$ cat config.mk
export PLATFORM = sky130hd
export DESIGN_NAME = jacobi_symbol_64_top
export DESIGN_NICKNAME = d
export VERILOG_FILES = /design/src/hdl/jac_pkg.sv /design/src/hdl/jac_ctrl.sv /design/src/hdl/jac_dpath.sv /design/src/hdl/jacobi_symbol_64_top.sv
export SDC_FILE = /design/constraint.sdc
export NUM_CORES = 1
export LEC_CHECK = 0
export BUFFER_PORTS_ARGS = -buffer_cell sky130_fd_sc_hd__buf_2
export CAP_MARGIN = 40
export CELL_PAD_IN_SITES_DETAIL_PLACEMENT = 1
export CELL_PAD_IN_SITES_GLOBAL_PLACEMENT = 1
export CORE_MARGIN = 2
export CORE_UTILIZATION = 43
export CTS_CLUSTER_DIAMETER = 60
export DETAILED_ROUTE_END_ITERATION = 10
export GPL_TIMING_DRIVEN = 0
export PLACE_DENSITY_LB_ADDON = 0.1
export SKIP_CTS_REPAIR_TIMING = 1
export SYNTH_ARGS = -nofsm -noshare
export SYNTH_HDL_FRONTEND = slang
export SYNTH_HIERARCHICAL = 1
export SYNTH_SLANG_ARGS = --single-unit
$ cat constraint.sdc
create_clock -name clock -period 5.7 [get_ports clock]
set_clock_uncertainty 0.15 [all_clocks]
set_input_delay 1.14 -clock clock [delete_from_list [all_inputs] [get_ports clock]]
set_output_delay 1.14 -clock clock [all_outputs]
set_load 0.02 [all_outputs]
$ cat src/hdl/jac_pkg.sv
// shared types and constants for the jacobi symbol block
// no dependencies
`timescale 1ns / 1ps
`default_nettype none

package jac_pkg;

   // datapath word width; numerator uses WORD_BITS, modulus WORD_BITS-1
   localparam int WORD_BITS = 64;
   localparam int CNT_BITS  = $clog2(WORD_BITS);

   // field widths on the ports
   localparam int A_BITS        = 64;
   localparam int N_BITS        = 63;
   localparam int REQ_DATA_BITS = 128;
   localparam int SYM_BITS      = 2;
   localparam int RSP_DATA_BITS = 8;

   // residue classes that flip the sign
   localparam logic [2:0] MOD8_3 = 3'd3;
   localparam logic [2:0] MOD8_5 = 3'd5;
   localparam logic [1:0] MOD4_3 = 2'd3;

   // symbol codes
   localparam logic [SYM_BITS-1:0] SYM_ZERO  = 2'b00;
   localparam logic [SYM_BITS-1:0] SYM_PLUS  = 2'b01;
   localparam logic [SYM_BITS-1:0] SYM_MINUS = 2'b11;

   typedef enum logic [2:0] {
      ST_IDLE,
      ST_START,
      ST_DIV,
      ST_FIX,
      ST_CHECK,
      ST_SWAP,
      ST_DONE
   } state_type;

   // controller to datapath
   typedef struct packed {
      logic load;
      logic div_start;
      logic div_step;
      logic fix;
      logic strip;
      logic swap;
      logic emit;
   } cmd_type;

   // datapath to controller
   typedef struct packed {
      logic bad;
      logic div_last;
      logic a_zero;
      logic a_odd;
      logic out_free;
   } sts_type;

endpackage

`default_nettype wire

$ cat src/hdl/jac_ctrl.sv
// sequencer for the binary jacobi algorithm
// depends on jac_pkg; drives jac_dpath through cmd_type, reads sts_type
`timescale 1ns / 1ps
`default_nettype none

module jac_ctrl
   import jac_pkg::*;
(
   input  wire logic    clock,
   input  wire logic    reset,
   input  wire logic    req_tvalid,
   output logic         req_tready,
   input  wire sts_type sts,
   output cmd_type      cmd
);

   state_type state_ff, state_in;

   // state register
   always_ff @(posedge clock) begin
      if (reset) begin
         state_ff <= ST_IDLE;
      end else begin
         state_ff <= state_in;
      end
   end

   // next state and commands
   always_comb begin
      state_in   = state_ff;
      cmd        = '0;
      req_tready = 1'b0;
      unique case (state_ff)
         ST_IDLE: begin
            req_tready = 1'b1;
            if (req_tvalid) begin
               cmd.load = 1'b1;
               state_in = ST_START;
            end
         end
         ST_START: begin
            if (sts.bad) begin
               state_in = ST_DONE;
            end else begin
               cmd.div_start = 1'b1;
               state_in      = ST_DIV;
            end
         end
         ST_DIV: begin
            cmd.div_step = 1'b1;
            if (sts.div_last) begin
               state_in = ST_FIX;
            end
         end
         ST_FIX: begin
            cmd.fix  = 1'b1;
            state_in = ST_CHECK;
         end
         ST_CHECK: begin
            if (sts.a_zero) begin
               state_in = ST_DONE;
            end else if (!sts.a_odd) begin
               cmd.strip = 1'b1;
            end else begin
               state_in = ST_SWAP;
            end
         end
         ST_SWAP: begin
            cmd.swap = 1'b1;
            state_in = ST_START;
         end
         ST_DONE: begin
            if (sts.out_free) begin
               cmd.emit = 1'b1;
               state_in = ST_IDLE;
            end
         end
         default: begin
            state_in = ST_IDLE;
         end
      endcase
   end

endmodule

`default_nettype wire

$ cat src/hdl/jac_dpath.sv
// operand registers, serial remainder unit and result register
// depends on jac_pkg; commanded by jac_ctrl
`timescale 1ns / 1ps
`default_nettype none

module jac_dpath
   import jac_pkg::*;
(
   input  wire logic                clock,
   input  wire logic                reset,
   input  wire logic [A_BITS-1:0]   req_value_a,
   input  wire logic [N_BITS-1:0]   req_modulus_n,
   input  wire cmd_type             cmd,
   output sts_type                  sts,
   input  wire logic                rsp_tready,
   output logic                     rsp_tvalid,
   output logic [SYM_BITS-1:0]      rsp_symbol,
   output logic                     rsp_invalid
);

   logic [WORD_BITS-1:0]   a_ff, a_in;
   logic [WORD_BITS-2:0]   n_ff, n_in;
   logic [WORD_BITS-1:0]   rem_ff, rem_in;
   logic [WORD_BITS-1:0]   dvd_ff, dvd_in;
   logic [CNT_BITS-1:0]    cnt_ff, cnt_in;
   logic                   neg_ff, neg_in;
   logic                   sign_ff, sign_in;
   logic                   par_ff, par_in;
   logic                   bad_ff, bad_in;
   logic                   valid_ff, valid_in;
   logic [SYM_BITS-1:0]    sym_ff, sym_in;
   logic                   inv_ff, inv_in;

   logic [WORD_BITS-2:0]   n_load;
   logic [WORD_BITS-1:0]   mag;
   logic [WORD_BITS-1:0]   rem_sh;
   logic [WORD_BITS-1:0]   n_wide;
   logic [WORD_BITS-1:0]   rem_fix;
   logic                   flip_two;
   logic                   flip_rec;

   // operand views
   always_comb begin
      n_load   = req_modulus_n[WORD_BITS-2:0];
      n_wide   = {1'b0, n_ff};
      mag      = neg_ff ? (WORD_BITS'(0) - a_ff) : a_ff;
      rem_sh   = {rem_ff[WORD_BITS-2:0], dvd_ff[WORD_BITS-1]};
      rem_fix  = (neg_ff && (rem_ff != '0))
                 ? {1'b0, n_ff - rem_ff[WORD_BITS-2:0]} : rem_ff;
      flip_two = par_ff && ((n_ff[2:0] == MOD8_3) || (n_ff[2:0] == MOD8_5));
      flip_rec = (a_ff[1:0] == MOD4_3) && (n_ff[1:0] == MOD4_3);
   end

   // next values of the working registers
   always_comb begin
      a_in    = a_ff;
      n_in    = n_ff;
      rem_in  = rem_ff;
      dvd_in  = dvd_ff;
      cnt_in  = cnt_ff;
      neg_in  = neg_ff;
      sign_in = sign_ff;
      par_in  = par_ff;
      bad_in  = bad_ff;
      sym_in  = sym_ff;
      inv_in  = inv_ff;
      if (cmd.load) begin
         a_in    = req_value_a[WORD_BITS-1:0];
         n_in    = n_load;
         neg_in  = req_value_a[WORD_BITS-1];
         sign_in = 1'b0;
         par_in  = 1'b0;
         bad_in  = (n_load == '0) || !n_load[0];
      end
      // restart the remainder unit on the magnitude of a
      if (cmd.div_start) begin
         dvd_in = mag;
         rem_in = '0;
         cnt_in = '0;
      end
      // one restoring step: shift in a bit, subtract when it fits
      if (cmd.div_step) begin
         rem_in = (rem_sh >= n_wide) ? (rem_sh - n_wide) : rem_sh;
         dvd_in = {dvd_ff[WORD_BITS-2:0], 1'b0};
         cnt_in = cnt_ff + CNT_BITS'(1);
      end
      // remainder becomes a; a negative numerator folds back into 0..n-1
      if (cmd.fix) begin
         a_in = rem_fix;
      end
      // strip one factor of two, tracking parity of the count
      if (cmd.strip) begin
         a_in   = {1'b0, a_ff[WORD_BITS-1:1]};
         par_in = !par_ff;
      end
      // sign updates and operand swap
      if (cmd.swap) begin
         sign_in = sign_ff ^ flip_two ^ flip_rec;
         a_in    = n_wide;
         n_in    = a_ff[WORD_BITS-2:0];
         par_in  = 1'b0;
         neg_in  = 1'b0;
      end
      if (cmd.emit) begin
         inv_in = bad_ff;
         if (bad_ff || (n_ff != (WORD_BITS-1)'(1))) begin
            sym_in = SYM_ZERO;
         end else begin
            sym_in = sign_ff ? SYM_MINUS : SYM_PLUS;
         end
      end
   end

   // result valid
   always_comb begin
      valid_in = valid_ff;
      if (cmd.emit) begin
         valid_in = 1'b1;
      end else if (rsp_tready) begin
         valid_in = 1'b0;
      end
   end

   always_ff @(posedge clock) begin
      if (reset) begin
         valid_ff <= 1'b0;
      end else begin
         valid_ff <= valid_in;
      end
   end

   always_ff @(posedge clock) begin
      a_ff    <= a_in;
      n_ff    <= n_in;
      rem_ff  <= rem_in;
      dvd_ff  <= dvd_in;
      cnt_ff  <= cnt_in;
      neg_ff  <= neg_in;
      sign_ff <= sign_in;
      par_ff  <= par_in;
      bad_ff  <= bad_in;
      sym_ff  <= sym_in;
      inv_ff  <= inv_in;
   end

   // status back to the sequencer
   always_comb begin
      sts.bad      = bad_ff;
      sts.div_last = (cnt_ff == CNT_BITS'(WORD_BITS - 1));
      sts.a_zero   = (a_ff == '0);
      sts.a_odd    = a_ff[0];
      sts.out_free = !valid_ff || rsp_tready;
   end

   assign rsp_tvalid  = valid_ff;
   assign rsp_symbol  = sym_ff;
   assign rsp_invalid = inv_ff;

endmodule

`default_nettype wire

$ cat src/hdl/jacobi_symbol_64_top.sv
// jacobi symbol (a/n), binary algorithm; one transfer in, one out.
// each round runs start, 64 remainder steps, fold, test, then swap or emit,
// with one more test step per stripped factor of two; a bad modulus goes from
// start straight to emit.
// throughput: one item at a time; the next is taken while a result waits.
// reset: synchronous, active high; clears the sequencer and the result valid.
`timescale 1ns / 1ps
`default_nettype none

module jacobi_symbol_64_top
   import jac_pkg::*;
(
   input  wire logic                     clock,
   input  wire logic                     reset,
   input  wire logic                     req_tvalid,
   output logic                          req_tready,
   input  wire logic [REQ_DATA_BITS-1:0] req_tdata,  // value_a[63:0], modulus_n[126:64], zero
   output logic                          rsp_tvalid,
   input  wire logic                     rsp_tready,
   output logic [RSP_DATA_BITS-1:0]      rsp_tdata,  // symbol[1:0], zero
   output logic [0:0]                    rsp_tuser   // invalid[0]
);

   cmd_type             cmd;
   sts_type             sts;
   logic [SYM_BITS-1:0] symbol;
   logic                invalid;

   jac_ctrl u_ctrl (
      .clock      (clock),
      .reset      (reset),
      .req_tvalid (req_tvalid),
      .req_tready (req_tready),
      .sts        (sts),
      .cmd        (cmd)
   );

   jac_dpath u_dpath (
      .clock         (clock),
      .reset         (reset),
      .req_value_a   (req_tdata[A_BITS-1:0]),
      .req_modulus_n (req_tdata[A_BITS+N_BITS-1:A_BITS]),
      .cmd           (cmd),
      .sts           (sts),
      .rsp_tready    (rsp_tready),
      .rsp_tvalid    (rsp_tvalid),
      .rsp_symbol    (symbol),
      .rsp_invalid   (invalid)
   );

   // pack the result transfer
   assign rsp_tdata = {(RSP_DATA_BITS-SYM_BITS)'(0), symbol};
   assign rsp_tuser = invalid;

endmodule

`default_nettype wire

==> results of run 1 <==
-- final cells by class --
cell class | instances | area (sq um)
sequential | 272 | 8090
multi-input combinational | 2148 | 13700
clock inverter | 23 | 228
fill | 6424 | 26800
tap | 688 | 861
buffer | 176 | 709
inverter | 190 | 713
clock buffer | 44 | 962
timing repair buffer | 149 | 853
antenna | 2 | 5.00
-- per-stage QoR --
| stage | hold slack, ns | instances | setup slack (ns) | power, mW | util [%] |
|---|---|---|---|---|---|
| floorplan | 0.303 | 2785 | 0.342 | 6.45 | - |
| global placement | 0.337 | 3608 | -1.16 | 8.07 | 46.7 |
| detailed placement | 0.365 | 3620 | -0.249 | 8.24 | 47.0 |
| CTS | 0.381 | 3687 | -0.296 | 10.6 | 49.2 |
| global route | 0.417 | 3690 | 0.000702 | 11.3 | 49.3 |
| finish | 0.380 | 3692 | 0.0647 | 10.7 | 49.3 |
-- layout by cell type (no fill, tap or decap), types with 72 or more instances in the layout --
master / instances
o21ai_0: 229
nand2_1: 363
clkbuf_1: 159
edfxtp_1: 264
xnor2_1: 91
buf_2: 140
ha_1: 128
a21oi_1: 288
xor2_1: 72
nor2_1: 176
inv_1: 189
-- power breakdown --
group	internal [mW]	switching, mW
logic	1.72	3.33
registers	2.74	0.616
clock network	1.36	0.968
-- cells in the mapped netlist, types with 63 or more instances --
cell / n
a21o_1: 65
a21oi_1: 288
clkbuf_1: 154
edfxtp_1: 264
ha_1: 128
inv_1: 189
mux2_2: 63
nand2_1: 363
nor2_1: 176
o21ai_0: 229
xnor2_1: 91
xor2_1: 72
-- sequential cells by signal, indices dropped and copies added, names as in the netlist --
signal	flops
u_dpath/dvd_ff	64
u_dpath/rsp_invalid	1
u_dpath/bad_ff	1
u_dpath/sign_ff	1
u_dpath/rem_ff	64
u_dpath/n_ff	63
u_dpath/cnt_ff	6
u_dpath/par_ff	1
u_dpath/a_ff	64
u_dpath/rsp_symbol	2
u_dpath/rsp_tvalid	1
u_ctrl/state_ff	3
u_dpath/neg_ff	1
-- logic make-up after synthesis --
logic type               after synthesis  share of synthesized area [%]
AO/OA/AOI/OAI                        891                           23.8
flip-flops                           272                           35.0
buffers and inverters                366                           6.15
other                                  1                         0.0162
XOR/XNOR                             163                           6.18
AND/OR/NAND/NOR                      877                           17.9
multiplexers                          80                           3.81
adder cells (fa/ha/maj)              130                           7.10
-- worst min-delay path by stage --
stage | slack, ns | end | cells past startpoint
6_report | 0.38 | u_dpath/dvd_ff[0] | 2
3_3_place_gp | 0.34 | u_dpath/dvd_ff[0] | 2
4_1_cts | 0.38 | u_dpath/dvd_ff[0] | 2
2_1_floorplan | 0.30 | u_dpath/rsp_invalid | 0
5_1_grt | 0.42 | u_dpath/dvd_ff[11] | 2
3_5_place_dp | 0.36 | u_dpath/dvd_ff[0] | 2
-- worst reg2reg max path, cell delays in order (launching register included) --
cell	delay, ns
edfxtp_1	0.50
or4_1	0.57
or3_1	0.37
or4_2	0.77
nand3b_1	0.28
nor4_1	0.28
nand3_1	0.33
nor4_4	0.37
nor4b_2	0.12
or2_2	0.40
clkbuf_1	0.35
or3_4	0.61
buf_12	0.23
-- per-layer routing --
layer  global-route usage [%]  part of all wire, %  up-vias  wire [microns]
met5                        0               0.0096        -              10
met4                     12.5                  3.6        2            3770
met3                     5.54                  8.7      185            9020
met2                     55.2                   43     1112           44700
met1                     52.1                   44    11652           46100
li1                         -                    -    10581               -
==> run_results.csv, run 1 <==
group,metric,value,unit
outcome,status,"finished, final reports clean",
sta,fin_crit,5.64,ns
critical_path,required,5.84,ns
floorplan,core_area,52900,sq um
critical_path,setup.worst_path.class,"flip-flop to flip-flop",
critical_path,cp_slowest_cell,"or4_2",
critical_path,r2r-end,"u_dpath/a_ff[61]",
worst_hold_path,hold_path_class,"flip-flop to flip-flop",
critical_path,timing.rr.start,"u_dpath/a_ff[28]",
power,ir_drop,0.000186,V
clocking,htree_levels,2,
cells_and_area,final_layout_size_suffix_gt1_share,11.0,%
detailed_routing,ant_nets,0,
sta,rsz0062_at_grt,"no",
clocking,cts_tree,"yes",
synth,synthCells,2780,
critical_path,r2r_cells,12,
detailed_routing,wl_per_cell,28.1,microns
clocking,clk_path_buf_depth,3,
global_routing,grt_pass1_vias,23317,
sta,fin_tns_setup,0,ns
synth,yosys.area.top_type,"edfxtp_1",
synth,syn_area,23100,sq um
critical_path,cp.buffers_inverters,2,
placement,dpl-instance-area,24800,sq um
critical_path,reg2reg_slack,0.06,ns
clocking,cts_sinks,272,
detailed_routing,remaining_drc_errors,0,
sta,min_period_over_period,98.9,%
detailed_routing,drtIter0Drc,2364,
clocking,root_buffer,"clkbuf_16",
global_routing,grt_pass1_wl,151000,microns
sta,clock.fmax,177,MHz
detailed_routing,firstDrtPassIters,8,
detailed_routing,avgViaCountPerCell,6.37,
placement,gp_congestion,0.974,
synth,syn_avg_cell_area,8.31,sq um
floorplan,io_pins,143,
sta,worst_pin_slew,0.978,ns
job,drv_cap,0,
critical_path,cp-endpoint,"u_dpath/a_ff[61]",
critical_path,end_kind,"flip-flop",
global_routing,grt.overflow.total,0,
floorplan,start_util,43.7,%
floorplan,fp.dieW,236,microns
critical_path,crit_chain,"or4_1, or3_1, or4_2, nand3b_1, nor4_1, nand3_1, nor4_4, nor4b_2, or2_2, clkbuf_1, or3_4, buf_12",
floorplan,die_area,55600,sq um
critical_path,cp_top_family,"simple AND/OR/NAND/NOR gates",
synth,synth-seq-cells,272,
synth,ys_warn_count,6,
cells_and_area,final_nets,3236,
global_routing,grt_start_max_net_pins,61,
global_routing,grt_antenna_before_repair,1,
clocking,clock_latency,0.57,ns
clocking,clk_pin_slew,0.06,ns
sta,slew_headroom,34.0,%
synth,seq_area_frac_synth,35.0,%
synth,synth_top_area_share,34.3,%
placement,dp_hpwl,84100,microns
synth,ys.flop_type,"edfxtp_1",
critical_path,path_depth,12,
floorplan,die_h,236,microns
critical_path,cp.arrival,5.78,ns
synth,synth_cell_types,83,
placement,portBuffers,135,
synth,synth-edff-count,264,
sta,finalSetupViolCount,0,
synth,synth_area_leaders,"edfxtp_1, ha_1, a21oi_1, nand2_1, o21ai_0",
cells_and_area,post-route-cell-area,26100,sq um
worst_hold_path,worstHoldStart,"u_dpath/dvd_ff[0]",
power,power.density,412,nW/um^2
sta,finalHoldViolations,0,
critical_path,crit_path_start,"u_dpath/a_ff[28]",
floorplan,fp-row-count,84,
global_routing,grt_use_total,36.2,%
synth,async_reset_ff_share,0,%
detailed_routing,via_count,23532,
power,p_leak,10.1,nW
critical_path,slowest_delay,0.77,ns
detailed_routing,wirelength,104000,microns
sta,report.final.slew_viol_count,0,
critical_path,cp-start-kind,"flip-flop",
cells_and_area,synthToLayoutAreaGrowth,12.8,%
clocking,cts_buffers,37,
critical_path,cp_max_fo,38,
Note: power is estimated with default switching activity, not from simulation.
==> run 2: changes to the inputs <==
--- a/config.mk
+++ b/config.mk
@@ -5,14 +5,14 @@
 export SDC_FILE = /design/constraint.sdc
 export NUM_CORES = 1
 export LEC_CHECK = 0
-export BUFFER_PORTS_ARGS = -buffer_cell sky130_fd_sc_hd__buf_2
 export CAP_MARGIN = 40
 export CELL_PAD_IN_SITES_DETAIL_PLACEMENT = 1
 export CELL_PAD_IN_SITES_GLOBAL_PLACEMENT = 1
 export CORE_MARGIN = 2
-export CORE_UTILIZATION = 43
+export CORE_UTILIZATION = 45
 export CTS_CLUSTER_DIAMETER = 60
 export DETAILED_ROUTE_END_ITERATION = 10
+export DONT_BUFFER_PORTS = 1
 export GPL_TIMING_DRIVEN = 0
 export PLACE_DENSITY_LB_ADDON = 0.1
 export SKIP_CTS_REPAIR_TIMING = 1
==> run 2 against run 1 <==
Against the previous run: largest cell class unchanged; clock power rose by 2%; count of clock-buffer cells in the layout rose by 3; critical path type unchanged; highest routed layer unchanged; sequential power barely moved; critical path depth rose by 2; fmax rose by 3.6%.
==> run_results.csv, run 2 (synthesis results as in run 1) <==
group,metric,value,unit
sta,finalSetupViolCount,0,
clocking,clock_latency,0.58,ns
critical_path,setup.worst_path.class,"flip-flop to flip-flop",
placement,post-place-ws,-0.279,ns
sta,finalHoldViolations,0,
power,power,10.7,mW
detailed_routing,remaining_drc_errors,0,
sta,min_period_over_period,95.4,%
sta,report.final.slew_viol_count,0,
detailed_routing,via_count,22927,
clocking,cts_buffers,37,
cells_and_area,layout_commonest_cell,"nand2_1",
global_routing,grt_start_max_net_pins,57,
detailed_routing,firstDrtPassIters,6,
outcome,status,"finished, final reports clean",
global_routing,grt_pass1_wl,148000,microns
detailed_routing,wl_per_cell,28.6,microns
sta,clock.fmax,184,MHz
clocking,root_buffer,"clkbuf_16",
worst_hold_path,hold_path_class,"flip-flop to flip-flop",
global_routing,grt.overflow.total,0,
detailed_routing,drtIter0Drc,2694,
floorplan,core_area,51100,sq um
sta,fin_tns_setup,0,ns
critical_path,cp.arrival,5.67,ns
job,drv_cap,0,
floorplan,die_area,53200,sq um
floorplan,die_h,231,microns
power,power.density,421,nW/um^2
sta,slew_headroom,30.6,%
floorplan,fp.dieW,231,microns
clocking,cts_tree,"yes",
power,p_leak,9.58,nW
critical_path,end_kind,"flip-flop",
critical_path,cp-start-kind,"flip-flop",
cells_and_area,layout_common_cells,"nand2_1, a21oi_1, edfxtp_1",
floorplan,start_util,45.2,%
cells_and_area,final_nets,3099,
detailed_routing,wirelength,102000,microns
cells_and_area,synthToLayoutAreaGrowth,10.2,%
sta,whs,0.376,ns
sta,rsz0062_at_grt,"no",
global_routing,grt_pass1_vias,22294,
floorplan,io_pins,143,
cells_and_area,reg_top3,"u_dpath/a_ff: 64 flops, u_dpath/dvd_ff: 64 flops, u_dpath/rem_ff: 64 flops",
clocking,clk_pin_slew,0.06,ns
placement,dp_hpwl,82200,microns
power,ir_drop,0.000213,V
global_routing,grt_use_total,37.4,%
placement,portBuffers,0,
critical_path,required,5.94,ns
sta,fin_crit,5.44,ns
global_routing,grt_antenna_before_repair,18,
sta,fin_ws,0.262,ns
clocking,cts_sinks,272,
placement,gp_congestion,0.994,
floorplan,fp-row-count,83,
cells_and_area,final_layout_size_suffix_gt1_share,6.74,%
sta,worst_pin_slew,1.01,ns
detailed_routing,avgViaCountPerCell,6.44,
critical_path,cp_max_fo,10,
detailed_routing,ant_nets,0,
clocking,clk_path_buf_depth,3,
clocking,htree_levels,2,
[run 2: cell types whose count changed in the layout (fill, tap and decap cells not counted), moves of 2 or more]
cell,change
buf_2,-136
diode_2,+14
inv_6,-4
clkinv_2,-3
clkbuf_2,+2
[run 2: path summary, 6_finish.rpt]
check | to | cells past startpoint | from | slack [ns]
hold / removal | u_dpath/dvd_ff[15] | 2 | u_dpath/dvd_ff[14] | 0.38
hold reg to reg | u_dpath/dvd_ff[15] | 2 | u_dpath/dvd_ff[14] | 0.38
setup / recovery | u_dpath/a_ff[47] | 14 | u_dpath/a_ff[28] | 0.26
setup reg to reg | u_dpath/a_ff[47] | 14 | u_dpath/a_ff[28] | 0.26
[run 2: power breakdown]
group          switching, mW  total (mW)  internal [mW]
clock                  0.988        2.38           1.39
sequential             0.605        3.34           2.74
combinational           3.31        4.99           1.69
total                   4.90        10.7           5.81
[run 2: through the flow]
step / utilization (%) / std cells / area [sq um]
floorplan: - / 2785 / 23100
global placement: 46.9 / 3465 / 24000
global route: 49.8 / 3560 / 25500
finish: 49.8 / 3561 / 25500
detailed placement: 47.3 / 3477 / 24200
CTS: 49.7 / 3544 / 25400
[run 2: cell type report]
type | count | area [sq um]
diodes | 16 | 40.0
repair buffers | 14 | 188
multi-input cells | 2147 | 13700
inverters | 190 | 713
well taps | 680 | 851
flip-flops and latches | 272 | 8090
clock buffers | 47 | 995
fillers | 6187 | 25600
clock inverters | 20 | 221
plain buffers | 175 | 708
[run 2: critical path, cell delays in order (launching register included)]
cell	delay, ns
edfxtp_1	0.50
or4_1	0.57
or3_1	0.36
or4_2	0.77
nand3b_1	0.32
nor4_2	0.22
nand3_2	0.21
nor4_4	0.37
nor4b_2	0.12
clkbuf_1	0.28
clkbuf_2	0.32
clkbuf_2	0.35
a21oi_1	0.32
o21ai_0	0.15
o21ai_0	0.23
[run 2: routing by layer]
metal  vias up  wire [microns]  global-route usage (%)
li1      10338               -                       -
met2      1100           43500                    56.1
met1     11295           45100                    54.0
met3       190            9150                    6.39
met4         4            4050                    13.8
met5         -              23                       0
